--- config.mk ---
export PLATFORM = sky130hd
export DESIGN_NAME = scaled_glyph_cell_renderer_top
export DESIGN_NICKNAME = d
export VERILOG_FILES = /design/src/hw/rtl/scgr_pkg.sv /design/src/hw/rtl/scaled_glyph_cell_renderer_top.sv /design/src/hw/rtl/scgr_front.sv /design/src/hw/rtl/scgr_queue.sv /design/src/hw/rtl/scgr_back.sv
export SDC_FILE = /design/constraint.sdc
export NUM_CORES = 1
export LEC_CHECK = 0
export BUFFER_PORTS_ARGS = -buffer_cell sky130_fd_sc_hd__clkbuf_2
export CORE_ASPECT_RATIO = 0.5
export CORE_UTILIZATION = 55
export CTS_CLUSTER_DIAMETER = 200
export DETAILED_ROUTE_END_ITERATION = 12
export PLACE_DENSITY_LB_ADDON = 0.05
export SLEW_MARGIN = 25
export SYNTH_ARGS = -nofsm -noshare
export SYNTH_HDL_FRONTEND = slang
export SYNTH_HIERARCHICAL = 1
export SYNTH_SLANG_ARGS = --single-unit
export TNS_END_PERCENT = 50
--- constraint.sdc ---
create_clock -name clk -period 9.35 [get_ports clk]
set_clock_uncertainty 0.15 [all_clocks]
set_input_delay 0.4675 -clock clk [delete_from_list [all_inputs] [get_ports clk]]
set_output_delay 0.4675 -clock clk [all_outputs]
set_load 0.005 [all_outputs]
--- src/hw/rtl/scgr_pkg.sv ---
// Shared types, constants and the font lookup of the scaled glyph cell renderer.
`default_nettype none

package scgr_pkg;

  // Glyph geometry: five columns of eight dots each.
  localparam int GLYPH_COLUMNS = 5;
  localparam int GLYPH_ROWS    = 8;
  localparam int GLYPH_CELLS   = GLYPH_COLUMNS * GLYPH_ROWS;
  localparam int CELL_W        = $clog2(GLYPH_CELLS);
  localparam int ROW_W         = $clog2(GLYPH_ROWS);

  // Glyph codes: digits 0 to 9, a blank, anything above is dropped.
  localparam logic [3:0] BLANK_CODE = 4'd10;

  // Dot size register limits.
  localparam logic [3:0] SCALE_RESET = 4'd4;
  localparam logic [3:0] SCALE_MIN   = 4'd1;
  localparam logic [3:0] SCALE_MAX   = 4'd8;

  // Command queue between the front and back ends.
  localparam int QUEUE_DEPTH = 2;
  localparam int QPTR_W      = $clog2(QUEUE_DEPTH);
  localparam int QCNT_W      = $clog2(QUEUE_DEPTH + 1);

  // One classified glyph request, ready for the back end to render.
  typedef struct packed {
    logic [15:0]            origin_x;
    logic [15:0]            origin_y;
    logic [15:0]            fore_color;
    logic [15:0]            back_color;
    logic [GLYPH_CELLS-1:0] dots;   // column 0 in the low byte, bit j is row j
    logic [3:0]             scale;  // clamped to 1..8
    logic [6:0]             area;   // scale squared
  } cmd_t;

  // Font ROM: returns the five column bytes of a glyph, column 0 lowest.
  function automatic logic [GLYPH_CELLS-1:0] font_dots(input logic [3:0] code);
    logic [GLYPH_CELLS-1:0] d;
    d = '0;
    unique case (code)
      4'd0:    d = {8'h3E, 8'h45, 8'h49, 8'h51, 8'h3E};
      4'd1:    d = {8'h00, 8'h40, 8'h7F, 8'h42, 8'h00};
      4'd2:    d = {8'h46, 8'h49, 8'h51, 8'h61, 8'h42};
      4'd3:    d = {8'h31, 8'h4B, 8'h45, 8'h41, 8'h21};
      4'd4:    d = {8'h10, 8'h7F, 8'h12, 8'h14, 8'h18};
      4'd5:    d = {8'h39, 8'h45, 8'h45, 8'h45, 8'h27};
      4'd6:    d = {8'h30, 8'h49, 8'h49, 8'h4A, 8'h3C};
      4'd7:    d = {8'h03, 8'h05, 8'h09, 8'h71, 8'h01};
      4'd8:    d = {8'h36, 8'h49, 8'h49, 8'h49, 8'h36};
      4'd9:    d = {8'h1E, 8'h29, 8'h49, 8'h49, 8'h06};
      default: d = '0;
    endcase
    return d;
  endfunction

endpackage

`default_nettype wire

--- src/hw/rtl/scaled_glyph_cell_renderer_top.sv ---
// Throughput: one rectangle per cycle while out_ready holds, paced by the back end cell walk.
// Requests with codes above ten are taken when the queue has room and produce no rectangles.
// A two-entry command queue lets requests be taken while a glyph is still being drawn.
// Reset: synchronous; the scale register returns to 4, the queue empties, no output is valid.
// Top level of the scaled glyph cell renderer.
`default_nettype none

module scaled_glyph_cell_renderer_top (
  input  wire logic          clk,
  input  wire logic          rst,
  input  wire logic          cfg_valid,
  output logic               cfg_ready,
  input  wire logic [3:0]    cfg_data,
  input  wire logic          in_valid,
  output logic               in_ready,
  input  wire logic [15:0]   origin_x,
  input  wire logic [15:0]   origin_y,
  input  wire logic [3:0]    glyph_code,
  input  wire logic [15:0]   fore_color,
  input  wire logic [15:0]   back_color,
  output logic               out_valid,
  input  wire logic          out_ready,
  output logic [15:0]        col_start,
  output logic [15:0]        col_end,
  output logic [15:0]        row_start,
  output logic [15:0]        row_end,
  output logic [15:0]        fill_color,
  output logic [6:0]         fill_count,
  output logic               last_cell
);

  logic            push_valid;
  logic            push_ready;
  scgr_pkg::cmd_t  push_cmd;
  logic            pop_valid;
  logic            pop_ready;
  scgr_pkg::cmd_t  pop_cmd;
  logic            busy;

  // The scale register takes a write every cycle.
  assign cfg_ready = 1'b1;

  scgr_front u_front (
    .clk        (clk),
    .rst        (rst),
    .cfg_valid  (cfg_valid),
    .cfg_data   (cfg_data),
    .in_valid   (in_valid),
    .in_ready   (in_ready),
    .origin_x   (origin_x),
    .origin_y   (origin_y),
    .glyph_code (glyph_code),
    .fore_color (fore_color),
    .back_color (back_color),
    .push_valid (push_valid),
    .push_cmd   (push_cmd),
    .push_ready (push_ready)
  );

  scgr_queue u_queue (
    .clk        (clk),
    .rst        (rst),
    .push_valid (push_valid),
    .push_cmd   (push_cmd),
    .push_ready (push_ready),
    .pop_valid  (pop_valid),
    .pop_cmd    (pop_cmd),
    .pop_ready  (pop_ready)
  );

  scgr_back u_back (
    .clk        (clk),
    .rst        (rst),
    .pop_valid  (pop_valid),
    .pop_cmd    (pop_cmd),
    .pop_ready  (pop_ready),
    .busy       (busy),
    .out_valid  (out_valid),
    .out_ready  (out_ready),
    .col_start  (col_start),
    .col_end    (col_end),
    .row_start  (row_start),
    .row_end    (row_end),
    .fill_color (fill_color),
    .fill_count (fill_count),
    .last_cell  (last_cell)
  );

  // A waiting command is picked up as soon as the back end is idle.
  a_idle_pickup: assert property (@(posedge clk) disable iff (rst)
    pop_valid && !busy |=> busy)
    else $error("queued command not picked up by idle back end");

  // A valid request with a known code is pushed into the queue on its transfer.
  a_known_code_pushed: assert property (@(posedge clk) disable iff (rst)
    in_valid && in_ready && (glyph_code <= scgr_pkg::BLANK_CODE) |-> push_valid && push_ready)
    else $error("known glyph request not queued");

  // Every rectangle covers between one and sixty-four pixels.
  a_fill_count_range: assert property (@(posedge clk) disable iff (rst)
    out_valid |-> (fill_count != 7'd0) && (fill_count <= 7'd64))
    else $error("rectangle pixel count out of range");

  // The back end never drives a rectangle without a glyph having been loaded.
  a_output_needs_glyph: assert property (@(posedge clk) disable iff (rst)
    $rose(out_valid) |-> $past(busy))
    else $error("rectangle produced with no glyph in progress");

endmodule

`default_nettype wire

--- src/hw/rtl/scgr_front.sv ---
// Front end: holds the scale register, classifies requests and looks up the font.
`default_nettype none

module scgr_front (
  input  wire logic          clk,
  input  wire logic          rst,
  input  wire logic          cfg_valid,
  input  wire logic [3:0]    cfg_data,
  input  wire logic          in_valid,
  output logic               in_ready,
  input  wire logic [15:0]   origin_x,
  input  wire logic [15:0]   origin_y,
  input  wire logic [3:0]    glyph_code,
  input  wire logic [15:0]   fore_color,
  input  wire logic [15:0]   back_color,
  output logic               push_valid,
  output scgr_pkg::cmd_t     push_cmd,
  input  wire logic          push_ready
);

  logic [3:0] glyph_scale;
  logic [3:0] eff_scale;

  // Scale register keeps whatever bits were written.
  always_ff @(posedge clk) begin
    if (rst) begin
      glyph_scale <= scgr_pkg::SCALE_RESET;
    end else if (cfg_valid) begin
      glyph_scale <= cfg_data;
    end
  end

  // Clamp the written scale into the usable range.
  always_comb begin
    eff_scale = glyph_scale;
    if (glyph_scale < scgr_pkg::SCALE_MIN) begin
      eff_scale = scgr_pkg::SCALE_MIN;
    end else if (glyph_scale > scgr_pkg::SCALE_MAX) begin
      eff_scale = scgr_pkg::SCALE_MAX;
    end
  end

  // Every request is taken when the queue has room; unknown codes are dropped.
  assign in_ready   = push_ready;
  assign push_valid = in_valid && (glyph_code <= scgr_pkg::BLANK_CODE);

  // Build the command for the back end.
  always_comb begin
    push_cmd.origin_x   = origin_x;
    push_cmd.origin_y   = origin_y;
    push_cmd.fore_color = fore_color;
    push_cmd.back_color = back_color;
    push_cmd.dots       = scgr_pkg::font_dots(glyph_code);
    push_cmd.scale      = eff_scale;
    push_cmd.area       = 7'(eff_scale) * 7'(eff_scale);
  end

endmodule

`default_nettype wire

--- src/hw/rtl/scgr_queue.sv ---
// Short command queue that decouples the front end from the back end.
`default_nettype none

module scgr_queue (
  input  wire logic          clk,
  input  wire logic          rst,
  input  wire logic          push_valid,
  input  wire scgr_pkg::cmd_t push_cmd,
  output logic               push_ready,
  output logic               pop_valid,
  output scgr_pkg::cmd_t     pop_cmd,
  input  wire logic          pop_ready
);

  scgr_pkg::cmd_t                    mem [scgr_pkg::QUEUE_DEPTH];
  logic [scgr_pkg::QPTR_W-1:0]       wr_ptr;
  logic [scgr_pkg::QPTR_W-1:0]       rd_ptr;
  logic [scgr_pkg::QCNT_W-1:0]       count;
  logic                              do_push;
  logic                              do_pop;

  assign push_ready = (count != scgr_pkg::QCNT_W'(scgr_pkg::QUEUE_DEPTH));
  assign pop_valid  = (count != '0);
  assign pop_cmd    = mem[rd_ptr];
  assign do_push    = push_valid && push_ready;
  assign do_pop     = pop_valid && pop_ready;

  // Pointer and occupancy bookkeeping.
  always_ff @(posedge clk) begin
    if (rst) begin
      wr_ptr <= '0;
      rd_ptr <= '0;
      count  <= '0;
    end else begin
      if (do_push) begin
        wr_ptr <= (wr_ptr == scgr_pkg::QPTR_W'(scgr_pkg::QUEUE_DEPTH - 1)) ?
                  '0 : wr_ptr + 1'b1;
      end
      if (do_pop) begin
        rd_ptr <= (rd_ptr == scgr_pkg::QPTR_W'(scgr_pkg::QUEUE_DEPTH - 1)) ?
                  '0 : rd_ptr + 1'b1;
      end
      if (do_push && !do_pop) begin
        count <= count + 1'b1;
      end else if (do_pop && !do_push) begin
        count <= count - 1'b1;
      end
    end
  end

  // Storage write.
  always_ff @(posedge clk) begin
    if (do_push) begin
      mem[wr_ptr] <= push_cmd;
    end
  end

endmodule

`default_nettype wire

--- src/hw/rtl/scgr_back.sv ---
// Back end: walks the forty cells of a glyph and drives the rectangle output register.
`default_nettype none

module scgr_back (
  input  wire logic          clk,
  input  wire logic          rst,
  input  wire logic          pop_valid,
  input  wire scgr_pkg::cmd_t pop_cmd,
  output logic               pop_ready,
  output logic               busy,
  output logic               out_valid,
  input  wire logic          out_ready,
  output logic [15:0]        col_start,
  output logic [15:0]        col_end,
  output logic [15:0]        row_start,
  output logic [15:0]        row_end,
  output logic [15:0]        fill_color,
  output logic [6:0]         fill_count,
  output logic               last_cell
);

  scgr_pkg::cmd_t                       cur;
  logic [scgr_pkg::GLYPH_CELLS-1:0]     dots;
  logic [scgr_pkg::CELL_W-1:0]          cell_idx;
  logic [15:0]                          x;
  logic [15:0]                          y;
  logic [15:0]                          side;
  logic                                 advance;
  logic                                 at_last;
  logic                                 row_last;
  logic                                 load;

  assign side     = 16'(cur.scale);
  assign advance  = busy && (!out_valid || out_ready);
  assign at_last  = (cell_idx == scgr_pkg::CELL_W'(scgr_pkg::GLYPH_CELLS - 1));
  assign row_last = (cell_idx[scgr_pkg::ROW_W-1:0] ==
                     scgr_pkg::ROW_W'(scgr_pkg::GLYPH_ROWS - 1));
  assign load     = pop_valid && (!busy || (advance && at_last));
  assign pop_ready = load;

  // Control: glyph in progress and output register occupancy.
  always_ff @(posedge clk) begin
    if (rst) begin
      busy      <= 1'b0;
      out_valid <= 1'b0;
    end else begin
      if (advance) begin
        out_valid <= 1'b1;
      end else if (out_ready) begin
        out_valid <= 1'b0;
      end
      if (load) begin
        busy <= 1'b1;
      end else if (advance && at_last) begin
        busy <= 1'b0;
      end
    end
  end

  // Output register: one rectangle per transfer.
  always_ff @(posedge clk) begin
    if (advance) begin
      col_start  <= x;
      col_end    <= 16'(x + side - 16'd1);
      row_start  <= y;
      row_end    <= 16'(y + side - 16'd1);
      fill_color <= dots[0] ? cur.fore_color : cur.back_color;
      fill_count <= cur.area;
      last_cell  <= at_last;
    end
  end

  // Cell walk: rows inner, columns outer, coordinates stepped by the scale.
  always_ff @(posedge clk) begin
    if (load) begin
      cur      <= pop_cmd;
      dots     <= pop_cmd.dots;
      x        <= pop_cmd.origin_x;
      y        <= pop_cmd.origin_y;
      cell_idx <= '0;
    end else if (advance) begin
      cell_idx <= cell_idx + 1'b1;
      dots     <= dots >> 1;
      if (row_last) begin
        y <= cur.origin_y;
        x <= 16'(x + side);
      end else begin
        y <= 16'(y + side);
      end
    end
  end

endmodule

`default_nettype wire

# --- Word-level counts from Yosys, hierarchy flattened ---
# Memories as Yosys holds them, arrays and structs flattened. A register that Yosys moved wholly into a read port is not among the register bits.
# Index checks and enable logic that the tools add are counted.
classes:
  n_mux: 23
  order_cmp: 3
  reduce_logical: 21
  eq_ne: 3
  n_addsub: 9
  mul: 1
ops:
  columns: ["cell", "n"]
  rows:
  - ["$mux 16", 7]
  - ["$mux 40", 2]
  - ["$add 16x4->16", 2]
  - ["$sub 16x1->16 const B", 2]
  - ["$reduce_bool 2->1", 6]
  - ["$mux 1", 10]
  - ["$logic_and 1x1->1", 8]
  - ["$mux 4", 2]
  - ["$mul 4x4->7", 1]
  - ["$add 6x1->6 const B", 1]
  - ["$eq 6x6->1 const B", 1]
  - ["$gt 4x4->1 const B", 1]
  - ["$le 4x4->1 const B", 1]
  - ["$logic_not 1->1", 4]
  - ["$lt 4x1->1 const B", 1]
  - ["$mux 2", 2]
  - ["$eq 3x3->1 const B", 1]
  - ["$add 1x1->1 const B", 2]
  - ["$add 2x1->2 const B", 1]
  - ["$logic_or 1x1->1", 2]
  - ["$ne 2x2->1 const B", 1]
  - ["$reduce_and 2->1", 1]
  - ["$sub 2x1->2 const B", 1]
word_totals:
  input_bits: 77
  wordCells: 84
  rom_bits: 560
  memories: 2
  ramBits: 230
  output_inout_bits: 91
  reg_bits: 235
mem_list:
  columns: ["name", "depth", "width", "rd", "rd_ports_with_merged_regs", "wr", "line", "source"]
  rows:
  - ["(no name shown)", 16, 35, 1, 0, 0, "scgr_pkg.sv:41", "unique case (code)"]
  - ["u_queue.mem", 2, 115, 1, 1, 1, "scgr_queue.sv:15", "scgr_pkg::cmd_t mem [scgr_pkg::QUEUE_DEPTH];"]

# --- Logic depth before layout (Yosys ltp) ---
# Gate-level depths: netlist of run 1.
logic_depth:
  depth_word: 10
  mapped_depth: 11
  mapped_depth_nobuf: 10

# --- Modules after synthesis ---
# Netlist of run 1, hierarchy kept.
by_module_without_submodules:
  columns: ["mod", "instances", "seq_area_each_um2", "area_each_um2", "cells_per_inst"]
  rows:
  - ["scgr_back", 1, 6736.5, 9840.7, 745]
  - ["scgr_queue", 1, 7006.7, 8720.9, 382]
  - ["scgr_front", 1, 80.1, 1456.4, 202]
  - ["scaled_glyph_cell_renderer_top", 1, 0.0, 11.3, 2]

# --- Least setup slack after synthesis of run 1 ---
# OpenSTA, ideal clock, no wires.
synth_timing:
  kind: "input to register"
  startpoint: "input out_ready"
  endpoint: "register u_back/dots[0] (netlist bit), enable pin"
  slack_ps: 3969
  arrival_ps: 4809
  stages: 4
  setup_time_ps: 421
  n_path_buf: 1
  t_required_ps: 8779
  path_cell_list: "nor2b_1 nor2b_1 clkbuf_1 nand2b_1"
synth_between:
  elab_chain_cells: 6
synth_rtl:
  columns: ["item", "line", "source"]
  rows:
  - ["start, declared", "scaled_glyph_cell_renderer_top.sv:22", "input wire logic out_ready,"]
  - ["$logic_or 1x1->1 (*)", "scgr_back.sv:34", "assign advance = busy && (!out_valid || out_ready);"]
  - ["$logic_and 1x1->1 (*)", "scgr_back.sv:34", null]
  - ["via u_back.advance", "scgr_back.sv:28", "logic advance;"]
  - ["$logic_and 1x1->1", "scgr_back.sv:38", "assign load = pop_valid && (!busy || (advance && at_last));"]
  - ["$logic_or 1x1->1", "scgr_back.sv:38", null]
  - ["$logic_and 1x1->1", "scgr_back.sv:38", null]
  - ["$reduce_bool 2->1 (no line) (*)", null, null]
  - ["end signal, assigned", "scgr_back.sv:77", "dots <= pop_cmd.dots;"]
  - ["end signal, assigned", "scgr_back.sv:83", "dots <= dots >> 1;"]
  - ["end, declared", "scgr_back.sv:23", "logic [scgr_pkg::GLYPH_CELLS-1:0] dots;"]
# Mark *: on every way through the listed nets, which the timed path passes. The rest lies on a longest branch.
# A chain may end at the register's enable or synchronous reset.

# --- Worst setup path after layout of run 1 ---
layout_timing:
  startpoint: "register u_back.y[0]"
  endpoint: "register u_back.row_end[13], data pin"
layout_between:
  elab_chain_cells: 2
layout_rtl:
  columns: ["item", "line", "source"]
  rows:
  - ["start, declared", "scgr_back.sv:26", "logic [15:0] y;"]
  - ["start signal, assigned", "scgr_back.sv:79", "y <= pop_cmd.origin_y;"]
  - ["start signal, assigned", "scgr_back.sv:85", "y <= cur.origin_y;"]
  - ["start signal, assigned", "scgr_back.sv:88", "y <= 16'(y + side);"]
  - ["$add 16x4->16", "scgr_back.sv:66", "row_end <= 16'(y + side - 16'd1);"]
  - ["$sub 16x1->16", "scgr_back.sv:66", null]
  - ["end signal, assigned", "scgr_back.sv:66", null]
  - ["end, declared", "scgr_back.sv:16", "output logic [15:0] row_end,"]
# No other way between the ends.

==> flow_summary.yaml, run 1 <==
global_routing:
  grt_pass1_wl_um: 55000
  grt_start_max_net_pins: 85
  grt_pass1_vias: 10100
  antenna_found_initial: 1
  gr-total-overflow: 0
  grtUsageTotal_pct: 19.2
cts:
  cts_resized: 0
  clockBufferDepth: 3
  clk_latency_ns: 0.54
  root_buffer: "clkbuf_16"
  path_clk_slew_ns: 0.07
  cts_tree: "yes"
  cts_made_buffers: 41
  clock-sinks: 466
  post_cts_buffers: 0
  htreeDepth: 2
placed_design:
  place_inst: 1857
  dp_hpwl_um: 22600
  io_buffers: 166
  place_area_um2: 20700
  gp_routability_congestion: 0.848
  place_ws_ns: 5.53
drt:
  vias_per_cell: 5.29
  drtIter0Drc: 845
  routedWlPerCell_um: 18.0
  drt.antenna.violating_nets: 0
  dr.pass1.iters: 5
  vias: 10600
  drc: 0
  wirelength_um: 35900
synth:
  yosys_warnings: 6
  synth_commonest_cells: "449 x edfxtp_1, 174 x nand2_1, 82 x mux2_2, 80 x buf_4, 60 x nor2_1"
  yosysMostFrequentCell: "edfxtp_1"
  synth_edf_count: 449
  syn_area_per_cell_um2: 15.0
  syn_inst: 1331
  synth_area_leaders: "edfxtp_1 67%, mux2_2 4.6%, mux2_4 3.7%, nand2_1 3.3%, buf_4 3.0%"
  async_flop_share_pct: 0
  yosysTopAreaCellShare_pct: 67.3
  yosys_most_used_dff: "edfxtp_1"
  ys_ff_latch: 466
  synth_cell_type_count: 76
  synth_top_area_cell: "edfxtp_1"
  syn_area_um2: 20000
  ys_seq_area_share_pct: 69.0
finish:
  fin_cells: 1996
  largest_reg_flops: 230
  layout.nets: 1593
  top_regs: "u_queue/mem x230, u_back/cur x59, u_back/dots x40"
  fillCellCount: 2552
  regArea_um2: 13800
  largest_register: "u_queue/mem"
  area_delta_synth_final_pct: 13.6
  postLayoutCellArea_um2: 22700
  multiInputGateArea_um2: 5260
  drive_gt1_share_pct: 26.5
job:
  maxCapViolCount: 0
pwr:
  p_per_area_nw_per_um2: 336
  ir_drop_v: 0.000201
  p_leak_nw: 8.44
  p_total_mw: 7.63
worst_setup_path:
  r2r_end: "u_back/row_end[13]"
  arrival_ns: 3.83
  cp.required_ns: 9.49
  rr_startpoint: "u_back/y[0]"
  cp_max_fo: 8
  r2r_cells: 8
  startpoint: "u_back/y[0]"
  worst-setup-path-type: "flop to flop"
  rrSetupSlack_ns: 5.66
  crit_path_start_kind: "flop"
  endpoint_kind: "flop"
floorplan:
  dieArea_um2: 37200
  start_util_pct: 57.0
  pin_count: 168
  coreArea_um2: 35100
  die_h_um: 137
  num_rows: 48
  fp.dieW_um: 272
sta:
  fmax_mhz: 271
  setup_viol: 0
  fin_crit_ns: 3.69
  grt_setup_unrepaired: "false"
  worstMarginPinSlew_ns: 1.04
  setup_tns_ns: 0
  timing.final.max_slew_violations: 0
  fin_crit_sh_pct: 39.5
  setup_ws_ns: 5.66
  maxSlewHeadroom_pct: 30.8
  hold_viol: 0
worst_hold_path:
  min-delay-start: "cfg_data[0]"
  hold_class: "primary input to flop"
  hold_end: "u_front/glyph_scale[0]"
  hold_depth: 3
run_status:
  status: "completed"
per-stage QoR:
step	hold slack [ns]	util, %
finish	0.0232	64.7
global route	0.0155	64.7
CTS	0.000546	64.7
detailed placement	0.261	58.9
global placement	0.256	58.8
floorplan	0.250	-
metal layers:
layer / global-route usage (%) / routed length (um) / up-vias
met2: 30.7 / 16500 / 248
met4: 4.84 / 704 / 0
li1: - / - / 5109
met5: 0 / 0 / -
met1: 27.3 / 17100 / 5141
met3: 3.54 / 1640 / 54
cell usage in the layout, fill, tap and decap left out, drive strengths merged, types with 3 or more instances in the layout:
| master | instances |
|---|---|
| edfxtp | 449 |
| clkbuf | 219 |
| nand2 | 174 |
| mux2 | 132 |
| dlygate4sd3 | 62 |
| nor2 | 60 |
| a21oi | 37 |
| xnor2 | 36 |
| xor2 | 27 |
| o21ai | 27 |
| ha | 26 |
| inv | 26 |
| nand3 | 21 |
| mux2i | 20 |
| dfxtp | 17 |
| a21o | 14 |
| a211oi | 13 |
| clkinv | 13 |
| nor3 | 12 |
| nor2b | 10 |
| conb | 9 |
| nand2b | 9 |
| nand4 | 8 |
| and3 | 8 |
| buf | 8 |
| or3 | 7 |
| bufinv | 6 |
| nor3b | 6 |
| and2 | 6 |
| nor4 | 5 |
| o21a | 4 |
| or2 | 4 |
| o211ai | 3 |
| a31oi | 3 |
| a2111o | 3 |
| fa | 3 |
| o31ai | 3 |
worst max-delay path: stages, from the launching register on:
cell	delay (ns)
edfxtp_1	0.40
ha_1	0.25
fa_1	0.43
a211oi_2	0.38
or2_0	0.51
nand2_1	0.16
a211oi_1	0.67
o221ai_1	0.28
xor2_1	0.20
kinds of logic (layout without fill, tap and decap cells):
group	count (synthesis)	after routing	share of synthesized area [%]
buffers and inverters	154	336	4.93
xor gates and xnor gates	63	63	2.75
AOI/OAI and AO/OA	124	124	4.17
and+or+nand+nor	341	341	7.80
muxes	152	152	9.36
other	2	10	0.0375
DFF	466	466	69.0
adders and majority gates	29	29	1.92
worst max-delay path by stage:
stage                         end  slack (ns)  cells past startpoint
6_report       u_back/row_end[13]        5.66                      8
5_1_grt        u_back/row_end[11]        5.42                      8
4_1_cts        u_back/row_end[13]        5.68                      8
3_5_place_dp   u_queue/mem[1][76]        5.53                      7
3_3_place_gp   u_queue/mem[1][34]        5.69                      7
2_1_floorplan      u_back/dots[0]        3.97                      4
layout make-up:
class | instances | area share (%)
timing repair buffer | 236 | 6.75
tap | 475 | 2.61
antenna | 1 | 0.0110
multi-input combinational | 718 | 23.1
sequential | 466 | 60.8
inverter | 24 | 0.418
clock buffer | 53 | 5.07
clock inverter | 23 | 1.22
power breakdown:
part | total [mW] | leakage [nW] | switching, mW | internal, mW
clock | 1.78 | 0.704 | 0.735 | 1.04
sequential | 3.55 | 4.34 | 0.306 | 3.24
combinational | 2.31 | 3.39 | 1.39 | 0.914
total | 7.63 | 8.44 | 2.43 | 5.20
what timing repair did:
item,in CTS,in global routing
setup endpoints to repair,0,0
hold buffers,60,2
hold endpoints to repair,118,4
(Power assumes the default switching activity.)
==> run 2: changes to the inputs <==
Clock period 9.35 ns to 3.4 ns, I/O delays scaled along.
==> flow_summary.yaml, run 2 (same netlist as run 1, synthesis figures left out) <==
finish:
  area_delta_synth_final_pct: 14.2
  largest_reg_flops: 230
  layout.nets: 1620
  final_common_cell: "edfxtp_1"
  drive_gt1_share_pct: 26.2
  fillCellCount: 2572
  mostFrequentLayoutCells: "449 x edfxtp_1, 174 x nand2_1, 166 x clkbuf_2"
  n_antenna_cell: 0
  top_regs: "u_queue/mem x230, u_back/cur x59, u_back/dots x40"
  largest_register: "u_queue/mem"
pwr:
  p_per_area_nw_per_um2: 905
  p_leak_nw: 8.48
  ir_drop_v: 0.000438
sta:
  fin_crit_sh_pct: 91.6
  fmax_mhz: 321
  timing.final.max_slew_violations: 0
  setup_ws_ns: 0.286
  worstMarginPinSlew_ns: 0.858
  hold_viol: 0
  grt_setup_unrepaired: "false"
  fin_crit_ns: 3.11
  setup_tns_ns: 0
  maxSlewHeadroom_pct: 42.8
  setup_viol: 0
worst_setup_path:
  rr_startpoint: "u_back/cur[7]"
  endpoint_kind: "flop"
  arrival_ns: 3.24
  cp.required_ns: 3.53
  worst-setup-path-type: "flop to flop"
  rrSetupSlack_ns: 0.29
  crit_path_start_kind: "flop"
  r2r_end: "u_back/col_end[12]"
  r2r_cells: 8
  cp_max_fo: 4
floorplan:
  pin_count: 168
  start_util_pct: 57.0
  coreArea_um2: 35100
  num_rows: 48
  die_h_um: 137
  dieArea_um2: 37200
  fp.dieW_um: 272
worst_hold_path:
  hold_end: "u_queue/wr_ptr"
  min-delay-start: "in_valid"
  hold_class: "primary input to flop"
  hold_depth: 4
global_routing:
  use_met2_pct: 32.5
  grt_pass1_vias: 10700
  met1_usage_pct: 26.9
  antenna_found_initial: 0
  gr-total-overflow: 0
  grt_pass1_wl_um: 56600
  grtUsageTotal_pct: 19.5
  grt_start_max_net_pins: 73
  grt-busiest-layer: "met2"
  grt.met3_usage_pct: 3.37
job:
  maxCapViolCount: 0
cts:
  htreeDepth: 2
  cts_made_buffers: 41
  root_buffer: "clkbuf_16"
  clockBufferDepth: 3
  clk_latency_ns: 0.54
  clock-sinks: 466
  path_clk_slew_ns: 0.06
  cts_tree: "yes"
  post_cts_buffers: 0
drt:
  drc: 0
  drt.antenna.violating_nets: 0
  drtIter0Drc: 767
  vias: 10700
  wirelength_um: 35800
  routedWlPerCell_um: 17.7
  vias_per_cell: 5.28
  dr.pass1.iters: 5
run_status:
  status: "completed"
placed_design:
  dp_hpwl_um: 22600
  io_buffers: 166
  place_ws_ns: 0.230
  gp_routability_congestion: 0.885
-- run 2: final cells by class --
type | count | area [um^2] | share of cell area, %
Inverter | 24 | 96.3 | 0.421
Sequential cell | 466 | 13800 | 60.5
Clock buffer | 52 | 1070 | 4.67
Tap cell | 475 | 594 | 2.60
Multi-Input combinational cell | 718 | 5280 | 23.1
Timing Repair Buffer | 263 | 1840 | 8.07
Clock inverter | 22 | 159 | 0.695
-- run 2: per-stage QoR --
step | std cells | util [%] | hold WS [ns] | power [mW] | area, um^2
floorplan | 1338 | - | 0.0891 | 14.4 | 20100
global placement | 1867 | 59.3 | 0.208 | 16.2 | 20800
detailed placement | 1867 | 59.3 | 0.213 | 16.4 | 20800
CTS | 2020 | 65.0 | 0.0278 | 20.9 | 22800
global route | 2020 | 65.1 | 0.0643 | 21.9 | 22900
finish | 2020 | 65.1 | 0.0538 | 20.7 | 22900
-- run 2: worst max-delay path by stage --
stage                                 from                 end  slack [ns]  cells past startpoint
after floorplan           u_back/out_valid      u_back/dots[0]        0.05                      4
after global placement       u_back/cur[7]  u_back/row_end[13]        0.25                      8
after detailed placement     u_back/cur[7]  u_back/row_end[13]        0.23                      8
after CTS                    u_back/cur[7]  u_back/row_end[13]        0.21                      8
after global routing         u_back/cur[7]  u_back/col_end[11]        0.09                      8
final                        u_back/cur[7]  u_back/col_end[12]        0.29                      8
-- run 2: where the power goes --
| part | internal, mW | leakage [nW] | switching, mW |
|---|---|---|---|
| logic | 2.69 | 3.53 | 3.93 |
| clock network | 2.38 | 0.610 | 1.96 |
| registers | 8.90 | 4.34 | 0.832 |
-- run 2: what timing repair did --
item | in CTS | in global routing
hold buffers | 79 | 0
resized for setup | 0 | 3
endpoints found under the hold margin | 145 | 0
endpoints found under the setup margin | 0 | 2
-- run 2: worst max-delay path: stages, from the launching register on --
cell	delay, ns
edfxtp_1	0.40
ha_1	0.26
fa_1	0.46
a211o_1	0.36
a21o_2	0.21
and2_2	0.21
a2111o_1	0.45
nor4_2	0.27
xnor2_1	0.09
-- run 2: metal layers --
| layer | vias to the layer above | part of all wire, % |
|---|---|---|
| met5 | - | 0 |
| met4 | 0 | 1.5 |
| met3 | 50 | 3.9 |
| met2 | 209 | 48 |
| met1 | 5251 | 47 |
| li1 | 5164 | - |
